<file path="src/rtl/mme_pkg.sv">
package mme_pkg;

   localparam int MAX_DIM   = 16;
   localparam int FRAC_BITS = 16;

   // widths fixed by the transaction fields
   localparam int IDX_W     = 4;
   localparam int VAL_W     = 32;
   localparam int DIMREG_W  = 5;
   localparam int CSR_IDX_W = 3;

   // dimension compares are done at a width that holds any MAX_DIM in range
   localparam int CMP_W     = 8;
   localparam int ADDR_W    = $clog2(MAX_DIM * MAX_DIM);
   localparam int ACC_W     = 64;
   localparam int PROD_W    = 96;

   localparam int REQ_DATA_W = ((2 * IDX_W + VAL_W + 7) / 8) * 8;
   localparam int RSP_DATA_W = ((2 * IDX_W + VAL_W + 7) / 8) * 8;
   localparam int REQ_USER_W = 2;

   localparam int QDEPTH  = 2;
   localparam int QPTR_W  = (QDEPTH > 1) ? $clog2(QDEPTH) : 1;

   typedef enum logic [REQ_USER_W-1:0] {
      REQ_WR_A = 2'd0,
      REQ_WR_B = 2'd1,
      REQ_READ = 2'd2
   } req_kind_type;

   typedef enum logic [1:0] {
      CMD_WR_A,
      CMD_WR_B,
      CMD_READ,
      CMD_OOR
   } cmd_kind_type;

   typedef enum logic [CSR_IDX_W-1:0] {
      CSR_OUT_ROWS    = 3'd0,
      CSR_INNER_LEN   = 3'd1,
      CSR_OUT_COLS    = 3'd2,
      CSR_TRANS_A     = 3'd3,
      CSR_TRANS_B     = 3'd4,
      CSR_SCALE       = 3'd5
   } csr_index_type;

   typedef struct packed {
      logic [CMP_W-1:0]        rows;
      logic [CMP_W-1:0]        inner;
      logic [CMP_W-1:0]        cols;
      logic                    trans_a;
      logic                    trans_b;
      logic signed [VAL_W-1:0] scale;
   } cfg_type;

   typedef struct packed {
      cmd_kind_type     kind;
      logic [IDX_W-1:0] row;
      logic [IDX_W-1:0] col;
      logic [ADDR_W-1:0] addr;
      logic [VAL_W-1:0] value;
   } cmd_type;

   // 0 acts as 1, anything above MAX_DIM acts as MAX_DIM
   function automatic logic [CMP_W-1:0] clamp_dim(input logic [DIMREG_W-1:0] d);
      logic [CMP_W-1:0] w;
      w = CMP_W'(d);
      if (w == '0) begin
         return CMP_W'(1);
      end
      if (w > CMP_W'(MAX_DIM)) begin
         return CMP_W'(MAX_DIM);
      end
      return w;
   endfunction

   function automatic logic [ADDR_W-1:0] addr_of(input logic [CMP_W-1:0] r,
                                                 input logic [CMP_W-1:0] c);
      logic [2*CMP_W-1:0] t;
      t = (2*CMP_W)'(r) * (2*CMP_W)'(MAX_DIM) + (2*CMP_W)'(c);
      return t[ADDR_W-1:0];
   endfunction

   function automatic logic signed [ACC_W-1:0] sat_add(input logic signed [ACC_W-1:0] a,
                                                       input logic signed [ACC_W-1:0] b);
      logic signed [ACC_W:0] s;
      s = {a[ACC_W-1], a} + {b[ACC_W-1], b};
      if (s[ACC_W] != s[ACC_W-1]) begin
         return s[ACC_W] ? {1'b1, {(ACC_W-1){1'b0}}} : {1'b0, {(ACC_W-1){1'b1}}};
      end
      return s[ACC_W-1:0];
   endfunction

   function automatic logic [VAL_W-1:0] sat_val(input logic signed [PROD_W-1:0] q);
      logic [PROD_W-VAL_W:0] upper;
      upper = q[PROD_W-1:VAL_W-1];
      if ((&upper) || !(|upper)) begin
         return q[VAL_W-1:0];
      end
      return q[PROD_W-1] ? {1'b1, {(VAL_W-1){1'b0}}} : {1'b0, {(VAL_W-1){1'b1}}};
   endfunction

endpackage

</file>
<file path="src/rtl/mme_front.sv">
module mme_front (
   input  logic                              req_tvalid,
   output logic                              req_tready,
   input  logic [mme_pkg::REQ_DATA_W-1:0]    req_tdata,
   input  logic [mme_pkg::REQ_USER_W-1:0]    req_tuser,
   input  mme_pkg::cfg_type                  cfg,
   input  logic                              q_full,
   output logic                              push,
   output mme_pkg::cmd_type                  push_cmd
);

   logic [mme_pkg::IDX_W-1:0] row, col;
   logic [mme_pkg::VAL_W-1:0] value;
   logic                      in_store, out_of_range;

   assign row   = req_tdata[mme_pkg::IDX_W-1:0];
   assign col   = req_tdata[2*mme_pkg::IDX_W-1:mme_pkg::IDX_W];
   assign value = req_tdata[2*mme_pkg::IDX_W+mme_pkg::VAL_W-1:2*mme_pkg::IDX_W];

   assign req_tready = !q_full;

   assign in_store = (mme_pkg::CMP_W'(row) < mme_pkg::CMP_W'(mme_pkg::MAX_DIM))
                  && (mme_pkg::CMP_W'(col) < mme_pkg::CMP_W'(mme_pkg::MAX_DIM));
   assign out_of_range = (mme_pkg::CMP_W'(row) >= cfg.rows)
                      || (mme_pkg::CMP_W'(col) >= cfg.cols);

   always_comb begin
      push_cmd.row   = row;
      push_cmd.col   = col;
      push_cmd.value = value;
      push_cmd.addr  = mme_pkg::addr_of(mme_pkg::CMP_W'(row), mme_pkg::CMP_W'(col));
      push_cmd.kind  = mme_pkg::CMD_READ;
      push           = 1'b0;
      unique case (req_tuser)
         mme_pkg::REQ_WR_A: begin
            push_cmd.kind = mme_pkg::CMD_WR_A;
            push          = req_tvalid && !q_full && in_store;
         end
         mme_pkg::REQ_WR_B: begin
            push_cmd.kind = mme_pkg::CMD_WR_B;
            push          = req_tvalid && !q_full && in_store;
         end
         mme_pkg::REQ_READ: begin
            push_cmd.kind = out_of_range ? mme_pkg::CMD_OOR : mme_pkg::CMD_READ;
            push          = req_tvalid && !q_full;
         end
         default: begin
            // unused request code: taken and dropped
            push = 1'b0;
         end
      endcase
   end

endmodule

</file>
<file path="config.mk">
export PLATFORM = sky130hd
export DESIGN_NAME = mme_front
export DESIGN_NICKNAME = d
export VERILOG_FILES = /design/src/rtl/mme_pkg.sv /design/src/rtl/mme_front.sv
export SDC_FILE = /design/constraint.sdc
export NUM_CORES = 1
export LEC_CHECK = 0
export ABC_AREA = 1
export BUFFER_PORTS_ARGS = -buffer_cell sky130_fd_sc_hd__buf_2
export CORE_AREA = 2 2 60 62
export DETAILED_ROUTE_END_ITERATION = 8
export DIE_AREA = 0 0 62 64
export PLACE_DENSITY = 0.73
export SLEW_MARGIN = 10
export SYNTH_ARGS = -nofsm -noshare
export SYNTH_HDL_FRONTEND = slang
export SYNTH_SLANG_ARGS = --single-unit
</file>
<file path="constraint.sdc">
create_clock -name vclk -period 1.1
set_input_delay 0.165 -clock vclk [all_inputs]
set_output_delay 0.165 -clock vclk [all_outputs]
set_load 0.005 [all_outputs]
</file>
Word-level counts from Yosys, hierarchy flattened
Index checks and enable logic that the tools add are counted.
- output and inout port bits: 52
- flip-flop bits (word level): 0
- input bits: 102
- logic and storage cells: 13
- add/subtract/negate cells: 1
- magnitude comparators: 2
- eq/ne operators: 2
- reduce and logical (&&, ||, !) cells: 5
- mux-type cells: 3
- operators with widths (operator ; count):
    $ge A4 B8 Y1 ; 2
    $add A8 B4 Y8 ; 1
    $pmux W2 S3 ; 1
    $reduce_or A3 Y1 ; 1
    $eq A2 B1 Y1 const B ; 1
    $eq A2 B2 Y1 const B ; 1
    $logic_not A2 Y1 ; 1
    $mux W1 ; 2
    $logic_and A1 B1 Y1 ; 1
    $logic_not A1 Y1 ; 1
    $logic_or A1 B1 Y1 ; 1

Logic depth before layout (Yosys ltp)
Gate-level depths: netlist (run 1).
- depth after elaboration: 4
- depth in mapped cells: 11
- mapped depth without buffers: 11

Worst setup path before layout (run 1)
Ideal clock, no wire load.
- path kind: input-to-output
- start point: input port cfg[37] (netlist name)
- end point: output port push_cmd[48] (netlist name)
- setup slack: 0.052 ns
- arrival time: 0.883 ns
- cell stages on the path: 10
- path buffers: 0
- cells stage by stage: inv_1 -> ha_1 -> nand2_1 -> nor2_1 -> nor2_1 -> nand2_1 -> nand2_1 -> nand2_1 -> nand2_1 -> nand2_1
- RTL lines (what ; line ; RTL):
    start: declaration ; mme_front.sv:6 ; input mme_pkg::cfg_type cfg,
    end: declaration ; mme_front.sv:9 ; output mme_pkg::cmd_type push_cmd

==> flow_summary_export.csv, run 1 <==
group,metric,value,unit
status,status,"finished, violations left",
status,violations,"setup timing",
logic_synthesis,yosysUniqueCellTypes,9,
floorplan,core.rowCount,21,
global_routing,grt_pass1_vias,536,
finish,insertedDiodeCount,0,
finish,nets,224,
power,p_leak,0.468,nW
finish,seq_cell_count,0,
setup_path,required,940,ps
logic_synthesis,synth_area_leaders,"buf_4 (54%), ha_1 (15%), nand2_1 (13%)",
power,power_density,341,nW/um2
place,gp_congestion,0.656,
logic_synthesis,postSynthAreaPerCell,6.20,um2
global_routing,grt_pass1_wl,2030,um
timing,worst_pin_slew,250,ps
setup_path,path_cells,"buf_6, ha_4, nand2_2, nor2_1, nor2_1, nand2_1, nand2_1, nand2_1, nand2_1, nand2_1, buf_2",
global_routing,antenna_found_initial,0,
detailed_routing,wirelength,1330,um
detailed_routing,routedWlPerCell,8.44,um
timing,finalSetupTns,-136,ps
floorplan,initial_utilization,20.4,%
setup_path,crit_arrival,1070,ps
logic_synthesis,synth_top_area_share,53.8,%
timing,rsz0062_at_grt,"true",
setup_path,cp_max_fo,2,
global_routing,grt_usage,6.45,%
place,dpl_cell_area,633,um2
finish,mostFrequentLayoutCells,"buf_2 (35), nand2_1 (18), buf_6 (12)",
power,ir_drop,0.101,mV
finish,drive_gt1_share,67.0,%
timing,min_period,1240,ps
detailed_routing,via_count,564,
logic_synthesis,synthCells,108,
run,maxCapViolCount,0,
floorplan,pin_count,154,
place,place_ws,-239,ps
timing,fin_crit_sh,112,%
logic_synthesis,yosys_warnings,0,
timing,max-slew-margin-rel,83.3,%
floorplan,die_x,62,um
timing,max_freq,809,MHz
finish,seqCellArea,0,um2
cts,ctsHoldBuffers,0,
detailed_routing,ant_nets,0,
global_routing,overflow,0,
finish,area_growth,26.4,%
finish,n_clock_buffer,0,
finish,stdcell_area,846,um2
global_routing,grt_max_degree,4,
floorplan,die_y,64,um
timing,setup_violations,1,
floorplan,die-area,3970,um2
place,place.detailed.hpwl,1020,um
worst_hold_path,hp-class,"input port to primary output",
setup_path,critPathTopFamily,"simple AND/OR/NAND/NOR gates",
place,portBuffers,48,
detailed_routing,avgViaCountPerCell,3.57,
logic_synthesis,syn-num-nets,218,
detailed_routing,first_pass_iters,2,
timing,slew_viol_final,0,
finish,layout_commonest_cell,"buf_2",
setup_path,crit_start,"req_tdata[6]",
detailed_routing,first_iter_violations,4,
timing,layout_setup_ws,-136,ps
setup_path,cp_slowest_stage_delay,260,ps
floorplan,core_area,3280,um2
finish,post-route-util,25.8,%
setup_path,cp_num_buf_inv,2,
logic_synthesis,ys_seq_area_share,0,%
setup_path,cp-end-kind,"primary output",
setup_path,cp_common_cell,"nand2_1",
setup_path,critPathLaunchType,"input port",
logic_synthesis,yosysTopAreaCell,"buf_4",
worst_hold_path,hold_start,"req_tdata[27]",
timing,hold_violations,0,
logic_synthesis,synth.cell_area,669,um2
setup_path,slowest_stage,"ha_4",
setup_path,crit_type,"input port to primary output",
detailed_routing,drc,0,
## report_power, final
part,internal [mW],switching [mW],total (mW)
Sequential,0,0,0
Combinational,0.171,0.118,0.289
Clock,0,0,0
Total,0.171,0.118,0.289
## stage by stage
| step | hold slack [ps] | total power, mW | std cells |
|---|---|---|---|
| after floorplan | 364 | 0.219 | 108 |
| after global placement | 330 | 0.195 | 157 |
| after detailed placement | 330 | 0.198 | 157 |
| after CTS | 330 | 0.277 | 158 |
| after global routing | 330 | 0.335 | 158 |
| final | 330 | 0.289 | 158 |
## what timing repair did
item	CTS	global route
pin swaps	20	12
cloned	0	0
endpoints found under the hold margin	0	0
setup endpoints to repair	1	1
gates resized for setup	35	8
setup buffers	1	0
## layer usage
layer | track usage (%) | part of all wire [%] | vias up
met3 | 1.21 | 13 | 12
met2 | 13.4 | 52 | 47
met5 | 0 | 0 | -
met4 | 2.93 | 4.8 | 0
met1 | 5.21 | 31 | 229
li1 | - | - | 276
## final cells by class
cell class,instances,area [um2]
repair buffers,53,363
inverters,18,75.1
multi-input cells,41,350
fillers,360,2440
well taps,46,57.6
## final timing paths
check	depth (start not counted)	to
max	11	push_cmd[48]
min	0	push_cmd[19]
## cells by family after synthesis
kind of cell               synth area share [%]
buffers and inverters                      64.5
AOI/OAI and AO/OA                         0.747
adders and majority gates                  15.0
and+or+nand+nor                            19.8
## synthesized netlist by cell type (all sizes together)
cell type  count
clkbuf         1
a21oi          1
nor2           7
nand2         23
inv           18
nor3b          2
buf           48
ha             8
Power figures use the tool's default switching activity.
==> run 2, diff against run 1 <==
Settings changed: CORE_AREA 2 2 60 62 to unset, CORE_ASPECT_RATIO set to 0.5, CORE_MARGIN set to 2, CORE_UTILIZATION set to 24, DIE_AREA 0 0 62 64 to unset, PLACE_DENSITY 0.73 to 0.84.
==> run 2 against run 1 <==
Sequential cell count unchanged. Critical endpoint unchanged. Count of clock-buffer cells in the layout did not move. Hold slack unchanged. Cell count is 6.3% lower. Routed wire length grew 14%. Core utilization up 7.1 points. The flow still finishes with violations (setup timing). Highest routed layer unchanged. First-iteration DRC count grew 25%.
==> flow_summary_export.csv, run 2 (synthesis results as in run 1) <==
group,metric,value,unit
place,dpl_cell_area,622,um2
finish,post-route-util,32.8,%
worst_hold_path,hold_path_depth,0,
setup_path,cp_num_buf_inv,2,
global_routing,overflow,0,
timing,layout_setup_ws,-140,ps
global_routing,grt_max_degree,4,
detailed_routing,ant_nets,0,
power,p_clk_share,0,%
finish,area_growth,28.4,%
timing,max-slew-margin-rel,88.6,%
worst_hold_path,hold_start,"req_tdata[10]",
power,power_density,352,nW/um2
place,portBuffers,48,
setup_path,cp_common_cell,"nand2_1",
power,ir_drop,0.0679,mV
status,status,"finished, violations left",
finish,seqCellArea,0,um2
detailed_routing,routedWlPerCell,10.3,um
finish,stdcell_area,860,um2
power,power.internal,180,uW
timing,hold_violations,0,
setup_path,critPathLaunchType,"input port",
power,p_seq_share,0,%
worst_hold_path,min_to,"push_cmd[2]",
power,p_switching,123,uW
timing,finalSetupTns,-140,ps
finish,n_clock_buffer,0,
finish,drive_gt1_share,69.4,%
detailed_routing,drc,0,
timing,rsz0062_at_grt,"true",
floorplan,pin_count,154,
setup_path,cp-end-kind,"primary output",
finish,mostFrequentLayoutCells,"buf_2 (32), nand2_1 (16), buf_6 (14)",
place,place_ws,-232,ps
detailed_routing,first_pass_iters,4,
setup_path,crit_arrival,1070,ps
global_routing,antenna_found_initial,0,
power,p_sw_share,40.6,%
power,p_comb_share,100.0,%
timing,min_period,1240,ps
place,place.detailed.hpwl,1210,um
setup_path,cp_max_fo,2,
finish,multiInputGateArea,358,um2
timing,slew_viol_final,0,
setup_path,crit_type,"input port to primary output",
finish,seq_cell_count,0,
timing,fin_crit_sh,113,%
detailed_routing,wirelength,1520,um
finish,nets,223,
timing,setup_violations,1,
detailed_routing,first_iter_violations,5,
finish,layout_commonest_cell,"buf_2",
setup_path,required,940,ps
setup_path,path_cells,"buf_8, ha_4, nand2_2, nand2_1, nor2_1, nand2_1, nand2_1, nand2_1, nand2_1, nand2_1, buf_2",
floorplan,die_x,78.7,um
setup_path,slowest_stage,"ha_4",
power,p_leak,0.471,nW
global_routing,grt_usage,8.21,%
run,maxCapViolCount,0,
setup_path,critPathTopFamily,"simple AND/OR/NAND/NOR gates",
floorplan,die_y,41.3,um
finish,nFillCells,273,
floorplan,die-area,3250,um2
finish,insertedDiodeCount,0,
status,violations,"setup timing",
setup_path,cp_slowest_stage_delay,230,ps
detailed_routing,via_count,549,
place,gp_congestion,0.638,
power,power,303,uW
global_routing,grt_pass1_wl,2060,um
floorplan,core_area,2620,um2
floorplan,core.rowCount,13,
floorplan,initial_utilization,25.6,%
timing,worst_pin_slew,171,ps
timing,max_freq,807,MHz
worst_hold_path,hp-class,"input port to primary output",
global_routing,grt_pass1_vias,481,
cts,ctsHoldBuffers,0,
detailed_routing,avgViaCountPerCell,3.71,
[run 2: cell types whose count changed in the layout (fill, tap and decap cells not counted), moves of 2 or more]
cell	before	now
buf_2	35	32
nand2_2	5	7
buf_6	12	14
nand2_1	18	16
[run 2: area by class of cell]
type                            count  area share (%)
Tap cell                           37            5.39
Multi-Input combinational cell     41            41.6
Timing Repair Buffer               52            44.0
Inverter                           18            9.02
[run 2: power by group through the flow]
stage,Combinational (mW),Sequential (mW),Clock [mW]
final,0.303,0,0
after global routing,0.342,0,0
after CTS,0.291,0,0
after detailed placement,0.200,0,0
after global placement,0.193,0,0
after floorplan,0.219,0,0
[run 2: through the flow]
| stage | cells | hold slack (ps) |
|---|---|---|
| 2_1_floorplan | 108 | 364 |
| 3_3_place_gp | 148 | 330 |
| 3_5_place_dp | 148 | 330 |
| 4_1_cts | 148 | 330 |
| 5_1_grt | 148 | 330 |
| 6_report | 148 | 330 |
[run 2: layer usage]
layer | share of wire (%) | routed length, um | GRT usage [%] | up-vias
li1 | - | - | - | 275
met1 | 26 | 392 | 6.33 | 239
met2 | 59 | 889 | 17.3 | 29
met3 | 13 | 199 | 5.17 | 6
met4 | 2.4 | 36 | 4.39 | 0
met5 | 0 | 0 | 0 | -
[run 2: repair_timing]
| item | in CTS | in global routing |
|---|---|---|
| gates cloned | 0 | 0 |
| pin swaps | 21 | 11 |
| setup endpoints to repair | 1 | 1 |
| buffers inserted | 0 | 0 |
| gates resized for setup | 44 | 6 |
[run 2: worst max path at each step]
stage | startpoint | depth (start not counted) | end | slack (ps)
after floorplan | cfg[37] | 10 | push_cmd[48] | 50
after global placement | req_tdata[3] | 11 | push_cmd[48] | -200
after detailed placement | req_tdata[7] | 11 | push_cmd[48] | -230
after CTS | req_tdata[0] | 12 | push_cmd[48] | -150
after global routing | req_tdata[7] | 11 | push_cmd[48] | -240
final | req_tdata[7] | 11 | push_cmd[48] | -140
==> run 3, diff against run 2 <==
Settings changed: BUFFER_PORTS_ARGS -buffer_cell sky130_fd_sc_hd__buf_2 to unset, CORE_AREA set to 2 2 59 61, CORE_ASPECT_RATIO 0.5 to unset, CORE_MARGIN 2 to unset, CORE_UTILIZATION 24 to unset, DIE_AREA set to 0 0 61 63, DONT_BUFFER_PORTS set to 1, PLACE_DENSITY 0.84 to unset.
==> run 3 against run 2 <==
The flow now finishes without violations. Routed wire length decreased by 29%. Via count decreased by 32%. Hold slack unchanged. Cell area decreased by 41%. Power decreased by 54%. Largest cell class is now multi-input gates. Largest power group unchanged. Highest routed layer unchanged.
==> flow_summary_export.csv, run 3 (synthesis results as in run 1) <==
group,metric,value,unit
status,status,"finished clean",
setup_path,critPathLaunchType,"input port",
power,power_density,277,nW/um2
cts,post-cts-setup-buffers,0,
finish,insertedDiodeCount,0,
place,gp_congestion,0.600,
worst_hold_path,min_to,"push_cmd[11]",
global_routing,grt_pass1_wl,1480,um
finish,post-route-util,15.6,%
place,dpl_cell_area,363,um2
detailed_routing,first_pass_iters,1,
floorplan,initial_utilization,20.7,%
timing,holdWs,330,ps
finish,n_clock_buffer,0,
power,p_leak,0.230,nW
detailed_routing,first_iter_violations,0,
timing,worst_pin_slew,181,ps
setup_path,cp_max_fo,2,
finish,layout_commonest_cell,"nand2_1",
place,portBuffers,0,
worst_hold_path,hold_path_depth,0,
power,ir_drop,0.0975,mV
finish,instances_no_fill,105,
floorplan,die_x,61,um
finish,seqCellArea,0,um2
power,power,140,uW
timing,hold_violations,0,
floorplan,core.rowCount,21,
timing,min_period,1070,ps
setup_path,cp-end-kind,"primary output",
floorplan,die_y,63,um
cts,ctsHoldBuffers,0,
global_routing,grt_pass1_vias,386,
floorplan,die-area,3840,um2
setup_path,required,940,ps
finish,nets,171,
finish,drive_gt1_share,37.3,%
setup_path,crit_type,"input port to primary output",
floorplan,core_area,3230,um2
worst_hold_path,hold_start,"req_tdata[19]",
run,maxCapViolCount,0,
timing,fin_crit_sh,97.7,%
detailed_routing,routedWlPerCell,10.2,um
finish,area_growth,-24.5,%
floorplan,pin_count,154,
timing,max_freq,930,MHz
global_routing,grt_max_degree,4,
global_routing,overflow,0,
global_routing,grt_usage,4.90,%
setup_path,crit_arrival,910,ps
place,place_inst,105,
detailed_routing,wirelength,1080,um
detailed_routing,ant_nets,0,
finish,stdcell_area,505,um2
timing,max-slew-margin-rel,87.9,%
place,place.detailed.hpwl,870,um
detailed_routing,via_count,371,
finish,seq_cell_count,0,
finish,mostFrequentLayoutCells,"nand2_1 (19), inv_1 (10), ha_4 (8)",
global_routing,antenna_found_initial,0,
timing,slew_viol_final,0,
timing,rsz0062_at_grt,"true",
timing,setup_violations,0,
detailed_routing,avgViaCountPerCell,3.53,
worst_hold_path,hp-class,"input port to primary output",
detailed_routing,drc,0,
[run 3: area by class of cell]
type | count | area, um2
fill | 363 | 2730
inverter | 18 | 97.6
multi-input combinational | 41 | 350
tap | 46 | 57.6
[run 3: metrics by stage]
step	TNS, ps	setup WS (ps)
3_3_place_gp	-53.3	-53.3
4_1_cts	-10.5	-10.5
6_report	0	25.2
5_1_grt	-67.7	-67.7
2_1_floorplan	0	51.8
3_5_place_dp	-62.5	-62.5
[run 3: repair_timing]
item                       in CTS  in global routing
setup endpoints to repair       1                  1
gates resized for setup        31                  1
pin swaps                      20                  1
[run 3: power breakdown]
part	internal (mW)	leakage [nW]	switching (mW)
Sequential	0	0	0
Combinational	0.0734	0.230	0.0669
Clock	0	0	0
Total	0.0734	0.230	0.0669
[run 3: how the worst max path moves through the flow]
| stage | slack, ps | endpoint | start |
|---|---|---|---|
| final | 30 | push_cmd[48] | cfg[52] |
| after global routing | -70 | push_cmd[48] | cfg[36] |
| after CTS | -10 | push_cmd[48] | req_tdata[4] |
| after detailed placement | -60 | push_cmd[48] | cfg[37] |
| after global placement | -50 | push_cmd[48] | cfg[37] |
| after floorplan | 50 | push_cmd[48] | cfg[37] |
[run 3: layer usage]
| metal | routed length (um) | vias up | part of all wire (%) | track usage, % |
|---|---|---|---|---|
| met3 | 171 | 20 | 16 | 2.28 |
| met1 | 309 | 142 | 29 | 3.45 |
| met5 | 0 | - | 0 | 0 |
| met2 | 513 | 38 | 48 | 8.87 |
| met4 | 81 | 0 | 7.5 | 4.35 |
| li1 | - | 171 | - | - |
[run 3: critical path, cell delays in order]
cell and delay (ps):
inv_2 20, ha_4 240, nand2_2 50, nor2_1 80, nor2_1 50, nand2_1 50, nand2_1 50, nand2_1 70
nand2_1 50, nand2_1 70
