<file path="config.mk">
export PLATFORM = sky130hd
export DESIGN_NAME = mme_queue
export DESIGN_NICKNAME = d
export VERILOG_FILES = /design/src/rtl/mme_pkg.sv /design/src/rtl/mme_queue.sv
export SDC_FILE = /design/constraint.sdc
export NUM_CORES = 1
export LEC_CHECK = 0
export ABC_AREA = 0
export BUFFER_PORTS_ARGS = -buffer_cell sky130_fd_sc_hd__buf_2
export CAP_MARGIN = 20
export CORE_ASPECT_RATIO = 1.1
export CORE_MARGIN = 2
export CORE_UTILIZATION = 30
export DETAILED_ROUTE_END_ITERATION = 7
export GPL_TIMING_DRIVEN = 0
export PLACE_DENSITY_LB_ADDON = 0.25
export SYNTH_ARGS = -nofsm -noshare
export SYNTH_HDL_FRONTEND = slang
export SYNTH_SLANG_ARGS = --single-unit
</file>
<file path="constraint.sdc">
create_clock -name clock -period 6.84 [get_ports clock]
set_input_delay 0.342 -clock clock [delete_from_list [all_inputs] [get_ports clock]]
set_output_delay 0.342 -clock clock [all_outputs]
set_load 0.02 [all_outputs]
</file>
<file path="src/rtl/mme_pkg.sv">
package mme_pkg;

   localparam int MAX_DIM   = 16;
   localparam int FRAC_BITS = 16;

   // widths fixed by the transaction fields
   localparam int IDX_W     = 4;
   localparam int VAL_W     = 32;
   localparam int DIMREG_W  = 5;
   localparam int CSR_IDX_W = 3;

   // dimension compares are done at a width that holds any MAX_DIM in range
   localparam int CMP_W     = 8;
   localparam int ADDR_W    = $clog2(MAX_DIM * MAX_DIM);
   localparam int ACC_W     = 64;
   localparam int PROD_W    = 96;

   localparam int REQ_DATA_W = ((2 * IDX_W + VAL_W + 7) / 8) * 8;
   localparam int RSP_DATA_W = ((2 * IDX_W + VAL_W + 7) / 8) * 8;
   localparam int REQ_USER_W = 2;

   localparam int QDEPTH  = 2;
   localparam int QPTR_W  = (QDEPTH > 1) ? $clog2(QDEPTH) : 1;

   typedef enum logic [REQ_USER_W-1:0] {
      REQ_WR_A = 2'd0,
      REQ_WR_B = 2'd1,
      REQ_READ = 2'd2
   } req_kind_type;

   typedef enum logic [1:0] {
      CMD_WR_A,
      CMD_WR_B,
      CMD_READ,
      CMD_OOR
   } cmd_kind_type;

   typedef enum logic [CSR_IDX_W-1:0] {
      CSR_OUT_ROWS    = 3'd0,
      CSR_INNER_LEN   = 3'd1,
      CSR_OUT_COLS    = 3'd2,
      CSR_TRANS_A     = 3'd3,
      CSR_TRANS_B     = 3'd4,
      CSR_SCALE       = 3'd5
   } csr_index_type;

   typedef struct packed {
      logic [CMP_W-1:0]        rows;
      logic [CMP_W-1:0]        inner;
      logic [CMP_W-1:0]        cols;
      logic                    trans_a;
      logic                    trans_b;
      logic signed [VAL_W-1:0] scale;
   } cfg_type;

   typedef struct packed {
      cmd_kind_type     kind;
      logic [IDX_W-1:0] row;
      logic [IDX_W-1:0] col;
      logic [ADDR_W-1:0] addr;
      logic [VAL_W-1:0] value;
   } cmd_type;

   // 0 acts as 1, anything above MAX_DIM acts as MAX_DIM
   function automatic logic [CMP_W-1:0] clamp_dim(input logic [DIMREG_W-1:0] d);
      logic [CMP_W-1:0] w;
      w = CMP_W'(d);
      if (w == '0) begin
         return CMP_W'(1);
      end
      if (w > CMP_W'(MAX_DIM)) begin
         return CMP_W'(MAX_DIM);
      end
      return w;
   endfunction

   function automatic logic [ADDR_W-1:0] addr_of(input logic [CMP_W-1:0] r,
                                                 input logic [CMP_W-1:0] c);
      logic [2*CMP_W-1:0] t;
      t = (2*CMP_W)'(r) * (2*CMP_W)'(MAX_DIM) + (2*CMP_W)'(c);
      return t[ADDR_W-1:0];
   endfunction

   function automatic logic signed [ACC_W-1:0] sat_add(input logic signed [ACC_W-1:0] a,
                                                       input logic signed [ACC_W-1:0] b);
      logic signed [ACC_W:0] s;
      s = {a[ACC_W-1], a} + {b[ACC_W-1], b};
      if (s[ACC_W] != s[ACC_W-1]) begin
         return s[ACC_W] ? {1'b1, {(ACC_W-1){1'b0}}} : {1'b0, {(ACC_W-1){1'b1}}};
      end
      return s[ACC_W-1:0];
   endfunction

   function automatic logic [VAL_W-1:0] sat_val(input logic signed [PROD_W-1:0] q);
      logic [PROD_W-VAL_W:0] upper;
      upper = q[PROD_W-1:VAL_W-1];
      if ((&upper) || !(|upper)) begin
         return q[VAL_W-1:0];
      end
      return q[PROD_W-1] ? {1'b1, {(VAL_W-1){1'b0}}} : {1'b0, {(VAL_W-1){1'b1}}};
   endfunction

endpackage

</file>
<file path="src/rtl/mme_queue.sv">
module mme_queue (
   input  logic             clock,
   input  logic             reset,
   input  logic             push,
   input  mme_pkg::cmd_type push_cmd,
   output logic             full,
   output logic             valid,
   output mme_pkg::cmd_type cmd,
   input  logic             pop
);

   mme_pkg::cmd_type               entry_ff [mme_pkg::QDEPTH];
   logic [mme_pkg::QPTR_W-1:0]     wr_ptr_ff, wr_ptr_in;
   logic [mme_pkg::QPTR_W-1:0]     rd_ptr_ff, rd_ptr_in;
   logic [mme_pkg::QPTR_W:0]       count_ff, count_in;
   logic                           do_push, do_pop;

   assign full    = (count_ff == (mme_pkg::QPTR_W+1)'(mme_pkg::QDEPTH));
   assign valid   = (count_ff != '0);
   assign cmd     = entry_ff[rd_ptr_ff];
   assign do_push = push && !full;
   assign do_pop  = pop && valid;

   always_comb begin
      wr_ptr_in = wr_ptr_ff;
      rd_ptr_in = rd_ptr_ff;
      count_in  = count_ff;
      if (do_push) begin
         wr_ptr_in = (wr_ptr_ff == mme_pkg::QPTR_W'(mme_pkg::QDEPTH - 1)) ? '0
                     : wr_ptr_ff + mme_pkg::QPTR_W'(1);
      end
      if (do_pop) begin
         rd_ptr_in = (rd_ptr_ff == mme_pkg::QPTR_W'(mme_pkg::QDEPTH - 1)) ? '0
                     : rd_ptr_ff + mme_pkg::QPTR_W'(1);
      end
      priority if (do_push && !do_pop) begin
         count_in = count_ff + (mme_pkg::QPTR_W+1)'(1);
      end else if (do_pop && !do_push) begin
         count_in = count_ff - (mme_pkg::QPTR_W+1)'(1);
      end else begin
         count_in = count_ff;
      end
   end

   always_ff @(posedge clock) begin
      if (do_push) begin
         entry_ff[wr_ptr_ff] <= push_cmd;
      end
      if (reset) begin
         wr_ptr_ff <= '0;
         rd_ptr_ff <= '0;
         count_ff  <= '0;
      end else begin
         wr_ptr_ff <= wr_ptr_in;
         rd_ptr_ff <= rd_ptr_in;
         count_ff  <= count_in;
      end
   end

endmodule

</file>
## After elaboration in Yosys (flattened, before gate mapping)

Memory sizes are Yosys's and may differ from the RTL's. A register that Yosys moved wholly into a read port is not among the register bits.
Index checks and enable logic that the tools add are counted.

- Word-level logic and storage cells: 26
- Memories: 1
- Bits in registers: 4
- Memory bits (writable): 100
- Input bits: 54
- Output and inout bits: 52

- Muxes and demuxes: 8
- $add $sub $neg: 4
- Reduce and logical (&&, ||, !) cells: 9
- Eq/ne operators: 1

Memories:

| memory | depth | bits a word | read ports | clocked after memory_dff | write ports | line | text |
|---|---|---|---|---|---|---|---|
| entry_ff | 2 | 50 | 1 | 1 | 1 | mme_queue.sv:12 | `mme_pkg::cmd_type entry_ff [mme_pkg::QDEPTH];` |

Operators by type and width:

| kind | number |
|---|---|
| two-way mux 1 bit | 6 |
| logical AND 1 bit | 4 |
| two-way mux 2 bit | 2 |
| nonzero test 2 bit | 2 |
| zero test 1 bit | 3 |
| adder 1 bit, second input constant | 2 |
| adder 2 x 1 -> 2 bit, second input constant | 1 |
| equality test 2 bit, second input constant | 1 |
| subtractor 2 x 1 -> 2 bit, second input constant | 1 |

## Depth between registers and ports, before layout

Gate-level depths: netlist of the first run.

- Depth after elaboration: 7
- Mapped depth: 6
- Depth with buffers taken out: 6

## Worst setup path before layout of the first run

OpenSTA, ideal clock, no wires.

- Kind: reg-to-reg
- From: register count_ff[1] in the netlist's numbering
- To: memory entry_ff[1][0] in the netlist's numbering, enable pin
- Stages on the path, launching flop included: 4
- Period minus slack after synthesis: 2,261 ps
- Data required time: 6,427 ps
- Library setup time: 413 ps
- Path buffers: 0
- Data arrival time: 1,848 ps
- Setup slack: 4,579 ps
- Cells stage by stage: dfxtp_1 > nor2b_2 > nor2_1 > and2_1

- Cells in the longest elaborated chain, start to end: 5

RTL lines:

| element | line | text |
|---|---|---|
| start: declaration | mme_queue.sv:15 | `logic [mme_pkg::QPTR_W:0] count_ff, count_in;` |
| start signal: assignment | mme_queue.sv:56 | `count_ff <= count_in;` |
| equality test 2 bit | mme_queue.sv:18 | `assign full = (count_ff == (mme_pkg::QPTR_W+1)'(mme_pkg::QDEPTH));` |
| via full | mme_queue.sv:6 | `output logic full,` |
| zero test 1 bit | mme_queue.sv:21 | `assign do_push = push && !full;` |
| logical AND 1 bit | mme_queue.sv:21 |  |
| two-way mux 1 bit | mme_queue.sv:46 | `if (do_push) begin` |
| two-way mux 1 bit (not written as such) | mme_queue.sv:47 | `entry_ff[wr_ptr_ff] <= push_cmd;` |
| end: declaration | mme_queue.sv:12 |  |

The timed path passes the listed nets, and every way through them passes these cells.

==> results of run 1 <==
## layout by cell type, fill, tap and decap left out
cell        netlist  layout
buf_2             5     110
bufinv_16         0       2
and2_2            0       1
mux2_1            4       4
xor2_1            3       3
edfxtp_1        100     100
mux2_2           46      46
clkinvlp_4        0       1
clkbuf_16         0       9
ha_1              1       1
a21oi_1           2       2
clkinv_2          0       3
or3_1             2       2
inv_1             2       1
dfxtp_1           5       5
nor2b_2           1       1
inv_2             0       1
or2_2             1       1
clkbuf_1          1       2
buf_12            0       2
nor2_1            4       4
o21ai_0           3       3
## cell usage after synthesis
master / instances / share of area [%]
clkbuf_1: 1 / 0.098
nor2b_2: 1 / 0.23
a21oi_1: 2 / 0.26
nor2_1: 4 / 0.39
o21ai_0: 3 / 0.39
edfxtp_1: 100 / 79
dfxtp_1: 5 / 2.6
ha_1: 1 / 0.33
mux2_2: 46 / 14
buf_2: 5 / 0.66
inv_1: 2 / 0.20
mux2_1: 4 / 1.2
and2_1: 1 / 0.16
or3_1: 2 / 0.33
or2_2: 1 / 0.16
xor2_1: 3 / 0.69
## logic make-up (layout without fill, tap and decap cells)
kind of cell             count (synthesis)  after routing  share of synthesized area, %
multiplexers                            50             50                          14.8
adder cells (fa/ha/maj)                  1              1                         0.328
AO/OA/AOI/OAI                            5              5                         0.656
AND/OR/NAND/NOR                          9              9                          1.28
buffers and inverters                    8            131                         0.951
XOR/XNOR                                 3              3                         0.689
flip-flops                             105            105                          81.3
## sequential cells by signal, summed over array words and instances (netlist names), named ones only
name / count
entry_ff: 100
count_ff: 2
rd_ptr_ff: 1
wr_ptr_ff: 1
## stage by stage
step	instances	hold WS (ns)	worst slack (ns)	instance area, µm²
after global routing	461	0.169	4.60	4890
after CTS	461	0.172	4.69	4890
after detailed placement	445	0.489	4.95	4580
final	461	0.188	4.79	4890
after floorplan	181	0.411	4.58	3810
after global placement	443	0.475	3.75	4540
## final timing paths
check	slack, ns	startpoint	end
hold / removal	0.19	push_cmd[16]	entry_ff[0][16]$_DFFE_PP_
setup reg to reg	5.00	count_ff[0]$_SDFFE_PP0P_	entry_ff[0][25]$_DFFE_PP_
hold reg to reg	0.51	wr_ptr_ff$_SDFFE_PP0N_	wr_ptr_ff$_SDFFE_PP0N_
setup / recovery	4.79	register	cmd[34]
## power by group
| group | switching, mW | leakage [nW] | internal [mW] |
|---|---|---|---|
| Sequential | 0.0206 | 0.975 | 0.807 |
| Clock | 0.214 | 0.152 | 0.319 |
| Combinational | 0.311 | 0.704 | 0.210 |
## per-layer routing
| layer | vias to the layer above | part of all wire [%] |
|---|---|---|
| li1 | 937 | - |
| met1 | 969 | 42 |
| met2 | 67 | 50 |
| met3 | 12 | 6.0 |
| met4 | 2 | 1.8 |
| met5 | - | 0.24 |
## cell type report
cell class	instances	area, µm²	area share, %
buffer	6	28.8	0.589
clock buffer	10	229	4.68
clock inverter	6	82.6	1.69
inverter	2	7.51	0.154
multi-input combinational	68	677	13.8
sequential	105	3100	63.5
tap	157	196	4.02
timing repair buffer	107	566	11.6
## worst max-delay path, delay by kind of cell (launching register included)
kind                   cells  cell delay [ns]
buffers and inverters      3             0.69
flip-flops                 1             0.31
multiplexers               1             0.37
==> flow_summary.ini, run 1 <==
[global_route]
use_met1_pct = 11.4
gr-total-overflow = 0
grtUsageMet3_pct = 4.10
antenna_found_initial = 1
grtUsageTotal_pct = 10.1
grt_pass1_wl_mm = 10.4
busiest_layer = met2
grt_pass1_vias = 2103
gr-usage-met2_pct = 17.0
grt_max_degree = 32

[die]
dieArea_um2 = 13600
core_um2 = 12500
die-width_um = 112
die_h_um = 122
io_pins = 106
initial_core_util_pct = 30.4
rows = 43

[detailed_routing]
drtIter0Drc = 81
num_vias = 1987
vias_per_cell = 4.31
drc = 0
detail_route.wl_per_cell_um = 14.4
ant_nets = 0
firstDrtPassIters = 3
routed_wl_mm = 6.66

[worst_setup_path]
path_cells = clkbuf_1 -> buf_2 -> mux2_2 -> buf_2
r2r_cells = 4
crit_path_top_delay_cell = mux2_2
crit_path_max_incr_delay_ns = 0.37
crit_arrival_ns = 1.71
endpoint_kind = primary output
cp-start-kind = register
crit_required_ns = 6.50
crit_type = reg2out
cp_common_cell = buf_2
path_max_fanout = 10

[clock_network]
htree_levels = 3
path_clk_slew_ns = 0.07
insertion_delay_ns = 0.34
clock-sinks = 105
clock_path_buffers = 2
cts_tree = built
post_cts_buffers = 0
cts_resized = 0
numCtsBuffers = 9
ctsHoldBuffers = 0
clock-root-buffer = clkbuf_16

[cells_and_area]
insertedDiodeCount = 0
fin_nets = 354
drive_gt1_share_pct = 58.2
final_util_pct = 39.0
nFillCells = 1215
syn_to_final_growth_pct = 28.2

[timing]
fin_crit_sh_pct = 29.9
skew_ns = 0.0103
rsz0062_at_grt = false
final.min_clock_period_ns = 2.05
tns_ns = 0
setup_violations = 0
hold_violations = 0
max-slew-margin-rel_pct = 64.0
drv_slew = 0
fmax_mhz = 488
worst_pin_slew_ns = 0.540

[logic_synthesis]
synth_cells = 181
yosys_warnings = 0
synth_cell_types = 16
syn_avg_cell_area_um2 = 21.1
synth_nets = 236
synth-seq-cells = 105
synth_area_um2 = 3810
synth_seq_area_share_pct = 81.3

[place]
place_congestion = 0.659
dp_hpwl_mm = 4.39
port_buffers = 105

[job]
maxCapViolations = 0

[worst_hold_path]
hold_class = in2reg
min_delay_path_depth = 1

[power_and_ir_drop]
finalPower_mw = 1.88
p_leak_nw = 1.83
ir_worst_vdd_mv = 0.128
powerDensity_nw_per_um2 = 385

[status]
status = finished, final reports clean
Power figures use the tool's default switching activity.
==> run 2, diff against run 1 <==
==> constraint.sdc (replaced) <==
create_clock -name clock -period 1.7 [get_ports clock]
set_input_delay 0.085 -clock clock [delete_from_list [all_inputs] [get_ports clock]]
set_output_delay 0.085 -clock clock [all_outputs]
set_load 0.02 [all_outputs]
==> flow_summary.ini, run 2 (synthesis gave the netlist of run 1 again) <==
[status]
status = finished, final reports clean

[timing]
fin_crit_sh_pct = 92.5
rsz0062_at_grt = false
hold_violations = 0
setup_violations = 0
worst_pin_slew_ns = 0.363
skew_ns = 0.00428
fmax_mhz = 636
drv_slew = 0
final.min_clock_period_ns = 1.57
max-slew-margin-rel_pct = 75.8

[global_route]
gr-total-overflow = 0
grt_pass1_vias = 2273
grtUsageTotal_pct = 10.6
antenna_found_initial = 0
grt_pass1_wl_mm = 11.1
grt_max_degree = 28

[cells_and_area]
instances_no_fill = 512
nFillCells = 1155
syn_to_final_growth_pct = 43.6
fin_nets = 406
final_util_pct = 43.7
largest_register_ffs = 100
top_regs = entry_ff (100), count_ff (2)
mostFrequentLayoutCells = 105 x buf_2, 100 x edfxtp_1, 51 x dlygate4sd3_1
insertedDiodeCount = 0
layout_commonest_cell = buf_2
drive_gt1_share_pct = 51.5
top_register = entry_ff

[power_and_ir_drop]
swShare_pct = 28.6
power_frac_clock_pct = 28.9
p_leak_nw = 2.06
ir_worst_vdd_mv = 0.654
powerDensity_nw_per_um2 = 1450
seq_power_share_pct = 42.4
p_int_mw = 5.67
combPwrFrac_pct = 28.7
netSwitchingPower_mw = 2.27

[die]
rows = 43
core_um2 = 12500
die-width_um = 112
die_h_um = 122
io_pins = 106
dieArea_um2 = 13600
initial_core_util_pct = 30.4

[place]
port_buffers = 105
dp_cells = 445
dp_hpwl_mm = 4.59
place_congestion = 0.653

[detailed_routing]
ant_nets = 0
drtIter0Drc = 47
drc = 0
firstDrtPassIters = 4
num_vias = 2193
routed_wl_mm = 7.35
detail_route.wl_per_cell_um = 14.4
vias_per_cell = 4.28

[worst_setup_path]
reg2reg_slack_ns = 0.13
crit_required_ns = 1.62
path_max_fanout = 10
endpoint_kind = primary output
crit_type = reg2out
cp-start-kind = register
crit_arrival_ns = 1.49

[clock_network]
insertion_delay_ns = 0.33
clock-root-buffer = clkbuf_16
clock-sinks = 105
clock_path_buffers = 2
numCtsBuffers = 9
htree_levels = 3
path_clk_slew_ns = 0.07
cts_tree = built

[worst_hold_path]
hold_class = in2reg

[job]
maxCapViolations = 0
run 2: area by class of cell:
class	count	area (µm²)	area share [%]
plain buffers	5	37.5	0.685
clock buffers	9	225	4.11
clock inverters	6	108	1.96
inverters	2	11.3	0.206
multi-input cells	68	688	12.6
flip-flops and latches	105	3110	56.7
well taps	157	196	3.59
repair buffers	159	1100	20.0
repair inverters	1	7.51	0.137
run 2: worst paths after layout:
kind                                  from                  endpoint  depth (start not counted)
setup / recovery                  register                    cmd[4]                          3
hold / removal                        push    wr_ptr_ff$_SDFFE_PP0N_                          4
setup reg to reg  count_ff[1]$_SDFFE_PP0P_  entry_ff[1][2]$_DFFE_PP_                          4
hold reg to reg     wr_ptr_ff$_SDFFE_PP0N_    wr_ptr_ff$_SDFFE_PP0N_                          2
run 2: critical path, cell delays in order, from the launching register on:
cell	delay (ns)
dfxtp_2	0.41
buf_4	0.22
mux2_2	0.36
buf_2	0.16
run 2: power groups by stage:
stage          registers (mW)  logic [mW]  clock network, mW
2_1_floorplan            3.38        1.47                  0
3_3_place_gp             3.41        2.12                  0
3_5_place_dp             3.41        2.19                  0
4_1_cts                  3.37        2.34               2.37
5_1_grt                  3.41        2.47               2.45
6_report                 3.37        2.28               2.29
run 2: metal layers:
layer	track usage [%]	up-vias	part of all wire [%]
li1	-	1038	-
met1	12.8	1090	44
met2	18.2	55	51
met3	2.72	10	3.9
met4	4.55	0	1.9
met5	0	-	0
run 2: what timing repair did:
| action | CTS | global route |
|---|---|---|
| setup endpoints to repair | 105 | 0 |
| gates resized for setup | 8 | 0 |
| hold buffers | 51 | 0 |
| buffers inserted | 1 | 0 |
| endpoints found under the hold margin | 105 | 0 |
run 2: metrics by stage:
stage | hold slack, ns | cell area, µm² | setup slack [ns] | TNS (ns) | total power, mW
after CTS | 0.137 | 5480 | 0.0757 | 0 | 8.08
after global routing | 0.187 | 5480 | 0.0319 | 0 | 8.33
after floorplan | 0.147 | 3830 | -0.103 | -5.14 | 4.85
after global placement | 0.272 | 4550 | -0.542 | -45.31 | 5.52
final | 0.147 | 5480 | 0.127 | 0 | 7.94
after detailed placement | 0.276 | 4590 | -0.219 | -8.94 | 5.60
==> run 3, diff against run 2 <==
--- a/config.mk
+++ b/config.mk
@@ -14,6 +14,7 @@
 export DETAILED_ROUTE_END_ITERATION = 7
 export GPL_TIMING_DRIVEN = 0
 export PLACE_DENSITY_LB_ADDON = 0.25
+export RECOVER_POWER = 100
 export SYNTH_ARGS = -nofsm -noshare
 export SYNTH_HDL_FRONTEND = slang
 export SYNTH_SLANG_ARGS = --single-unit
==> flow_summary.ini, run 3 (synthesis gave the netlist of run 1 again) <==
[status]
status = finished, final reports clean

[worst_setup_path]
endpoint_kind = primary output
crit_type = reg2out
crit_required_ns = 1.62
crit_path_top_delay_cell = dfxtp_2
crit_arrival_ns = 1.53
path_cells = clkbuf_4 -> mux2_2 -> clkbuf_2
crit_path_max_incr_delay_ns = 0.41
cp-start-kind = register
path_max_fanout = 10

[global_route]
grt_pass1_vias = 2273
grt_pass1_wl_mm = 11.1
grt_max_degree = 28
grtUsageTotal_pct = 10.6
antenna_found_initial = 0
gr-total-overflow = 0

[die]
rows = 43
dieArea_um2 = 13600
die-width_um = 112
core_um2 = 12500
die_h_um = 122
initial_core_util_pct = 30.4
io_pins = 106

[power_and_ir_drop]
p_leak_nw = 1.99
ir_worst_vdd_mv = 0.644
powerDensity_nw_per_um2 = 1460

[timing]
setup_slack_ns = 0.0831
max-slew-margin-rel_pct = 75.8
drv_slew = 0
skew_ns = 0.00422
rsz0062_at_grt = false
worst_pin_slew_ns = 0.363
fin_crit_sh_pct = 95.1
fmax_mhz = 618
tns_ns = 0
setup_violations = 0
hold_violations = 0
final.min_clock_period_ns = 1.62

[detailed_routing]
vias_per_cell = 4.26
num_vias = 2181
ant_nets = 0
drtIter0Drc = 49
drc = 0
detail_route.wl_per_cell_um = 14.3
routed_wl_mm = 7.33
firstDrtPassIters = 4

[cells_and_area]
insertedDiodeCount = 0
fin_nets = 406
largest_register_ffs = 100
top_regs = entry_ff (100), count_ff (2)
syn_to_final_growth_pct = 42.3
design_area_um2 = 5430
drive_gt1_share_pct = 43.7
top_register = entry_ff
mostFrequentLayoutCells = 100 x edfxtp_1, 51 x dlygate4sd3_1, 46 x mux2_2, 46 x clkbuf_2, 32 x buf_2
nFillCells = 1175
layout_commonest_cell = edfxtp_1

[place]
place_ws_ns = -0.219
dp_hpwl_mm = 4.59
place_congestion = 0.653
postPlaceCellArea_um2 = 4590
port_buffers = 105

[clock_network]
clock_path_buffers = 2
insertion_delay_ns = 0.33
clock-root-buffer = clkbuf_16
cts_tree = built
clock-sinks = 105
numCtsBuffers = 9
path_clk_slew_ns = 0.07
htree_levels = 3

[worst_hold_path]
hold_class = in2reg

[job]
maxCapViolations = 0
[run 3: metal layers]
metal | up-vias | share of wire (%) | GRT usage [%]
li1 | 1040 | - | -
met1 | 1076 | 44 | 12.8
met2 | 55 | 50 | 18.2
met3 | 10 | 3.8 | 2.72
met4 | 0 | 1.9 | 4.55
met5 | - | 0 | 0
[run 3: final timing paths]
check	slack, ns	cells after the start	from	end
worst max-delay path	0.08	3	register	cmd[4]
worst min-delay path	0.14	4	push	wr_ptr_ff$_SDFFE_PP0N_
worst max register to register	0.09	4	count_ff[1]$_SDFFE_PP0P_	entry_ff[0][35]$_DFFE_PP_
worst min register to register	0.51	2	wr_ptr_ff$_SDFFE_PP0N_	wr_ptr_ff$_SDFFE_PP0N_
[run 3: where the power goes]
| part | switching [mW] | total (mW) | leakage, nW | internal (mW) |
|---|---|---|---|---|
| sequential | 0.114 | 3.37 | 0.976 | 3.25 |
| clock | 0.869 | 2.29 | 0.161 | 1.43 |
| combinational | 1.30 | 2.25 | 0.853 | 0.948 |
[run 3: final cells by class]
type                       count  area (µm²)  area share (%)
timing repair buffer         159        1050            19.4
sequential                   105        3110            57.2
timing repair inverter         1        7.51           0.138
multi-input combinational     68         683            12.6
tap                          157         196            3.62
inverter                       2        11.3           0.207
buffer                         5        37.5           0.691
clock inverter                 6         108            1.98
clock buffer                   9         225            4.15
[run 3: critical path: cells and delay by family, from the launching register on]
kind	cells	cell delay (ns)
DFF	1	0.41
buffers and inverters	2	0.42
muxes	1	0.36
[run 3: timing repair]
item | 4_1_cts | 5_1_grt
resized for setup | 8 | 0
hold endpoints to repair | 105 | 0
hold buffers | 51 | 0
buffers inserted | 1 | 0
setup endpoints to repair | 105 | 0
[run 3: through the flow]
stage | power (mW) | hold WS [ns] | instances | util [%]
after floorplan | 4.85 | 0.147 | 181 | -
after global placement | 5.52 | 0.272 | 443 | 36.3
after detailed placement | 5.60 | 0.276 | 445 | 36.7
after CTS | 8.08 | 0.137 | 512 | 43.7
after global routing | 8.30 | 0.183 | 512 | 43.3
final | 7.91 | 0.145 | 512 | 43.3
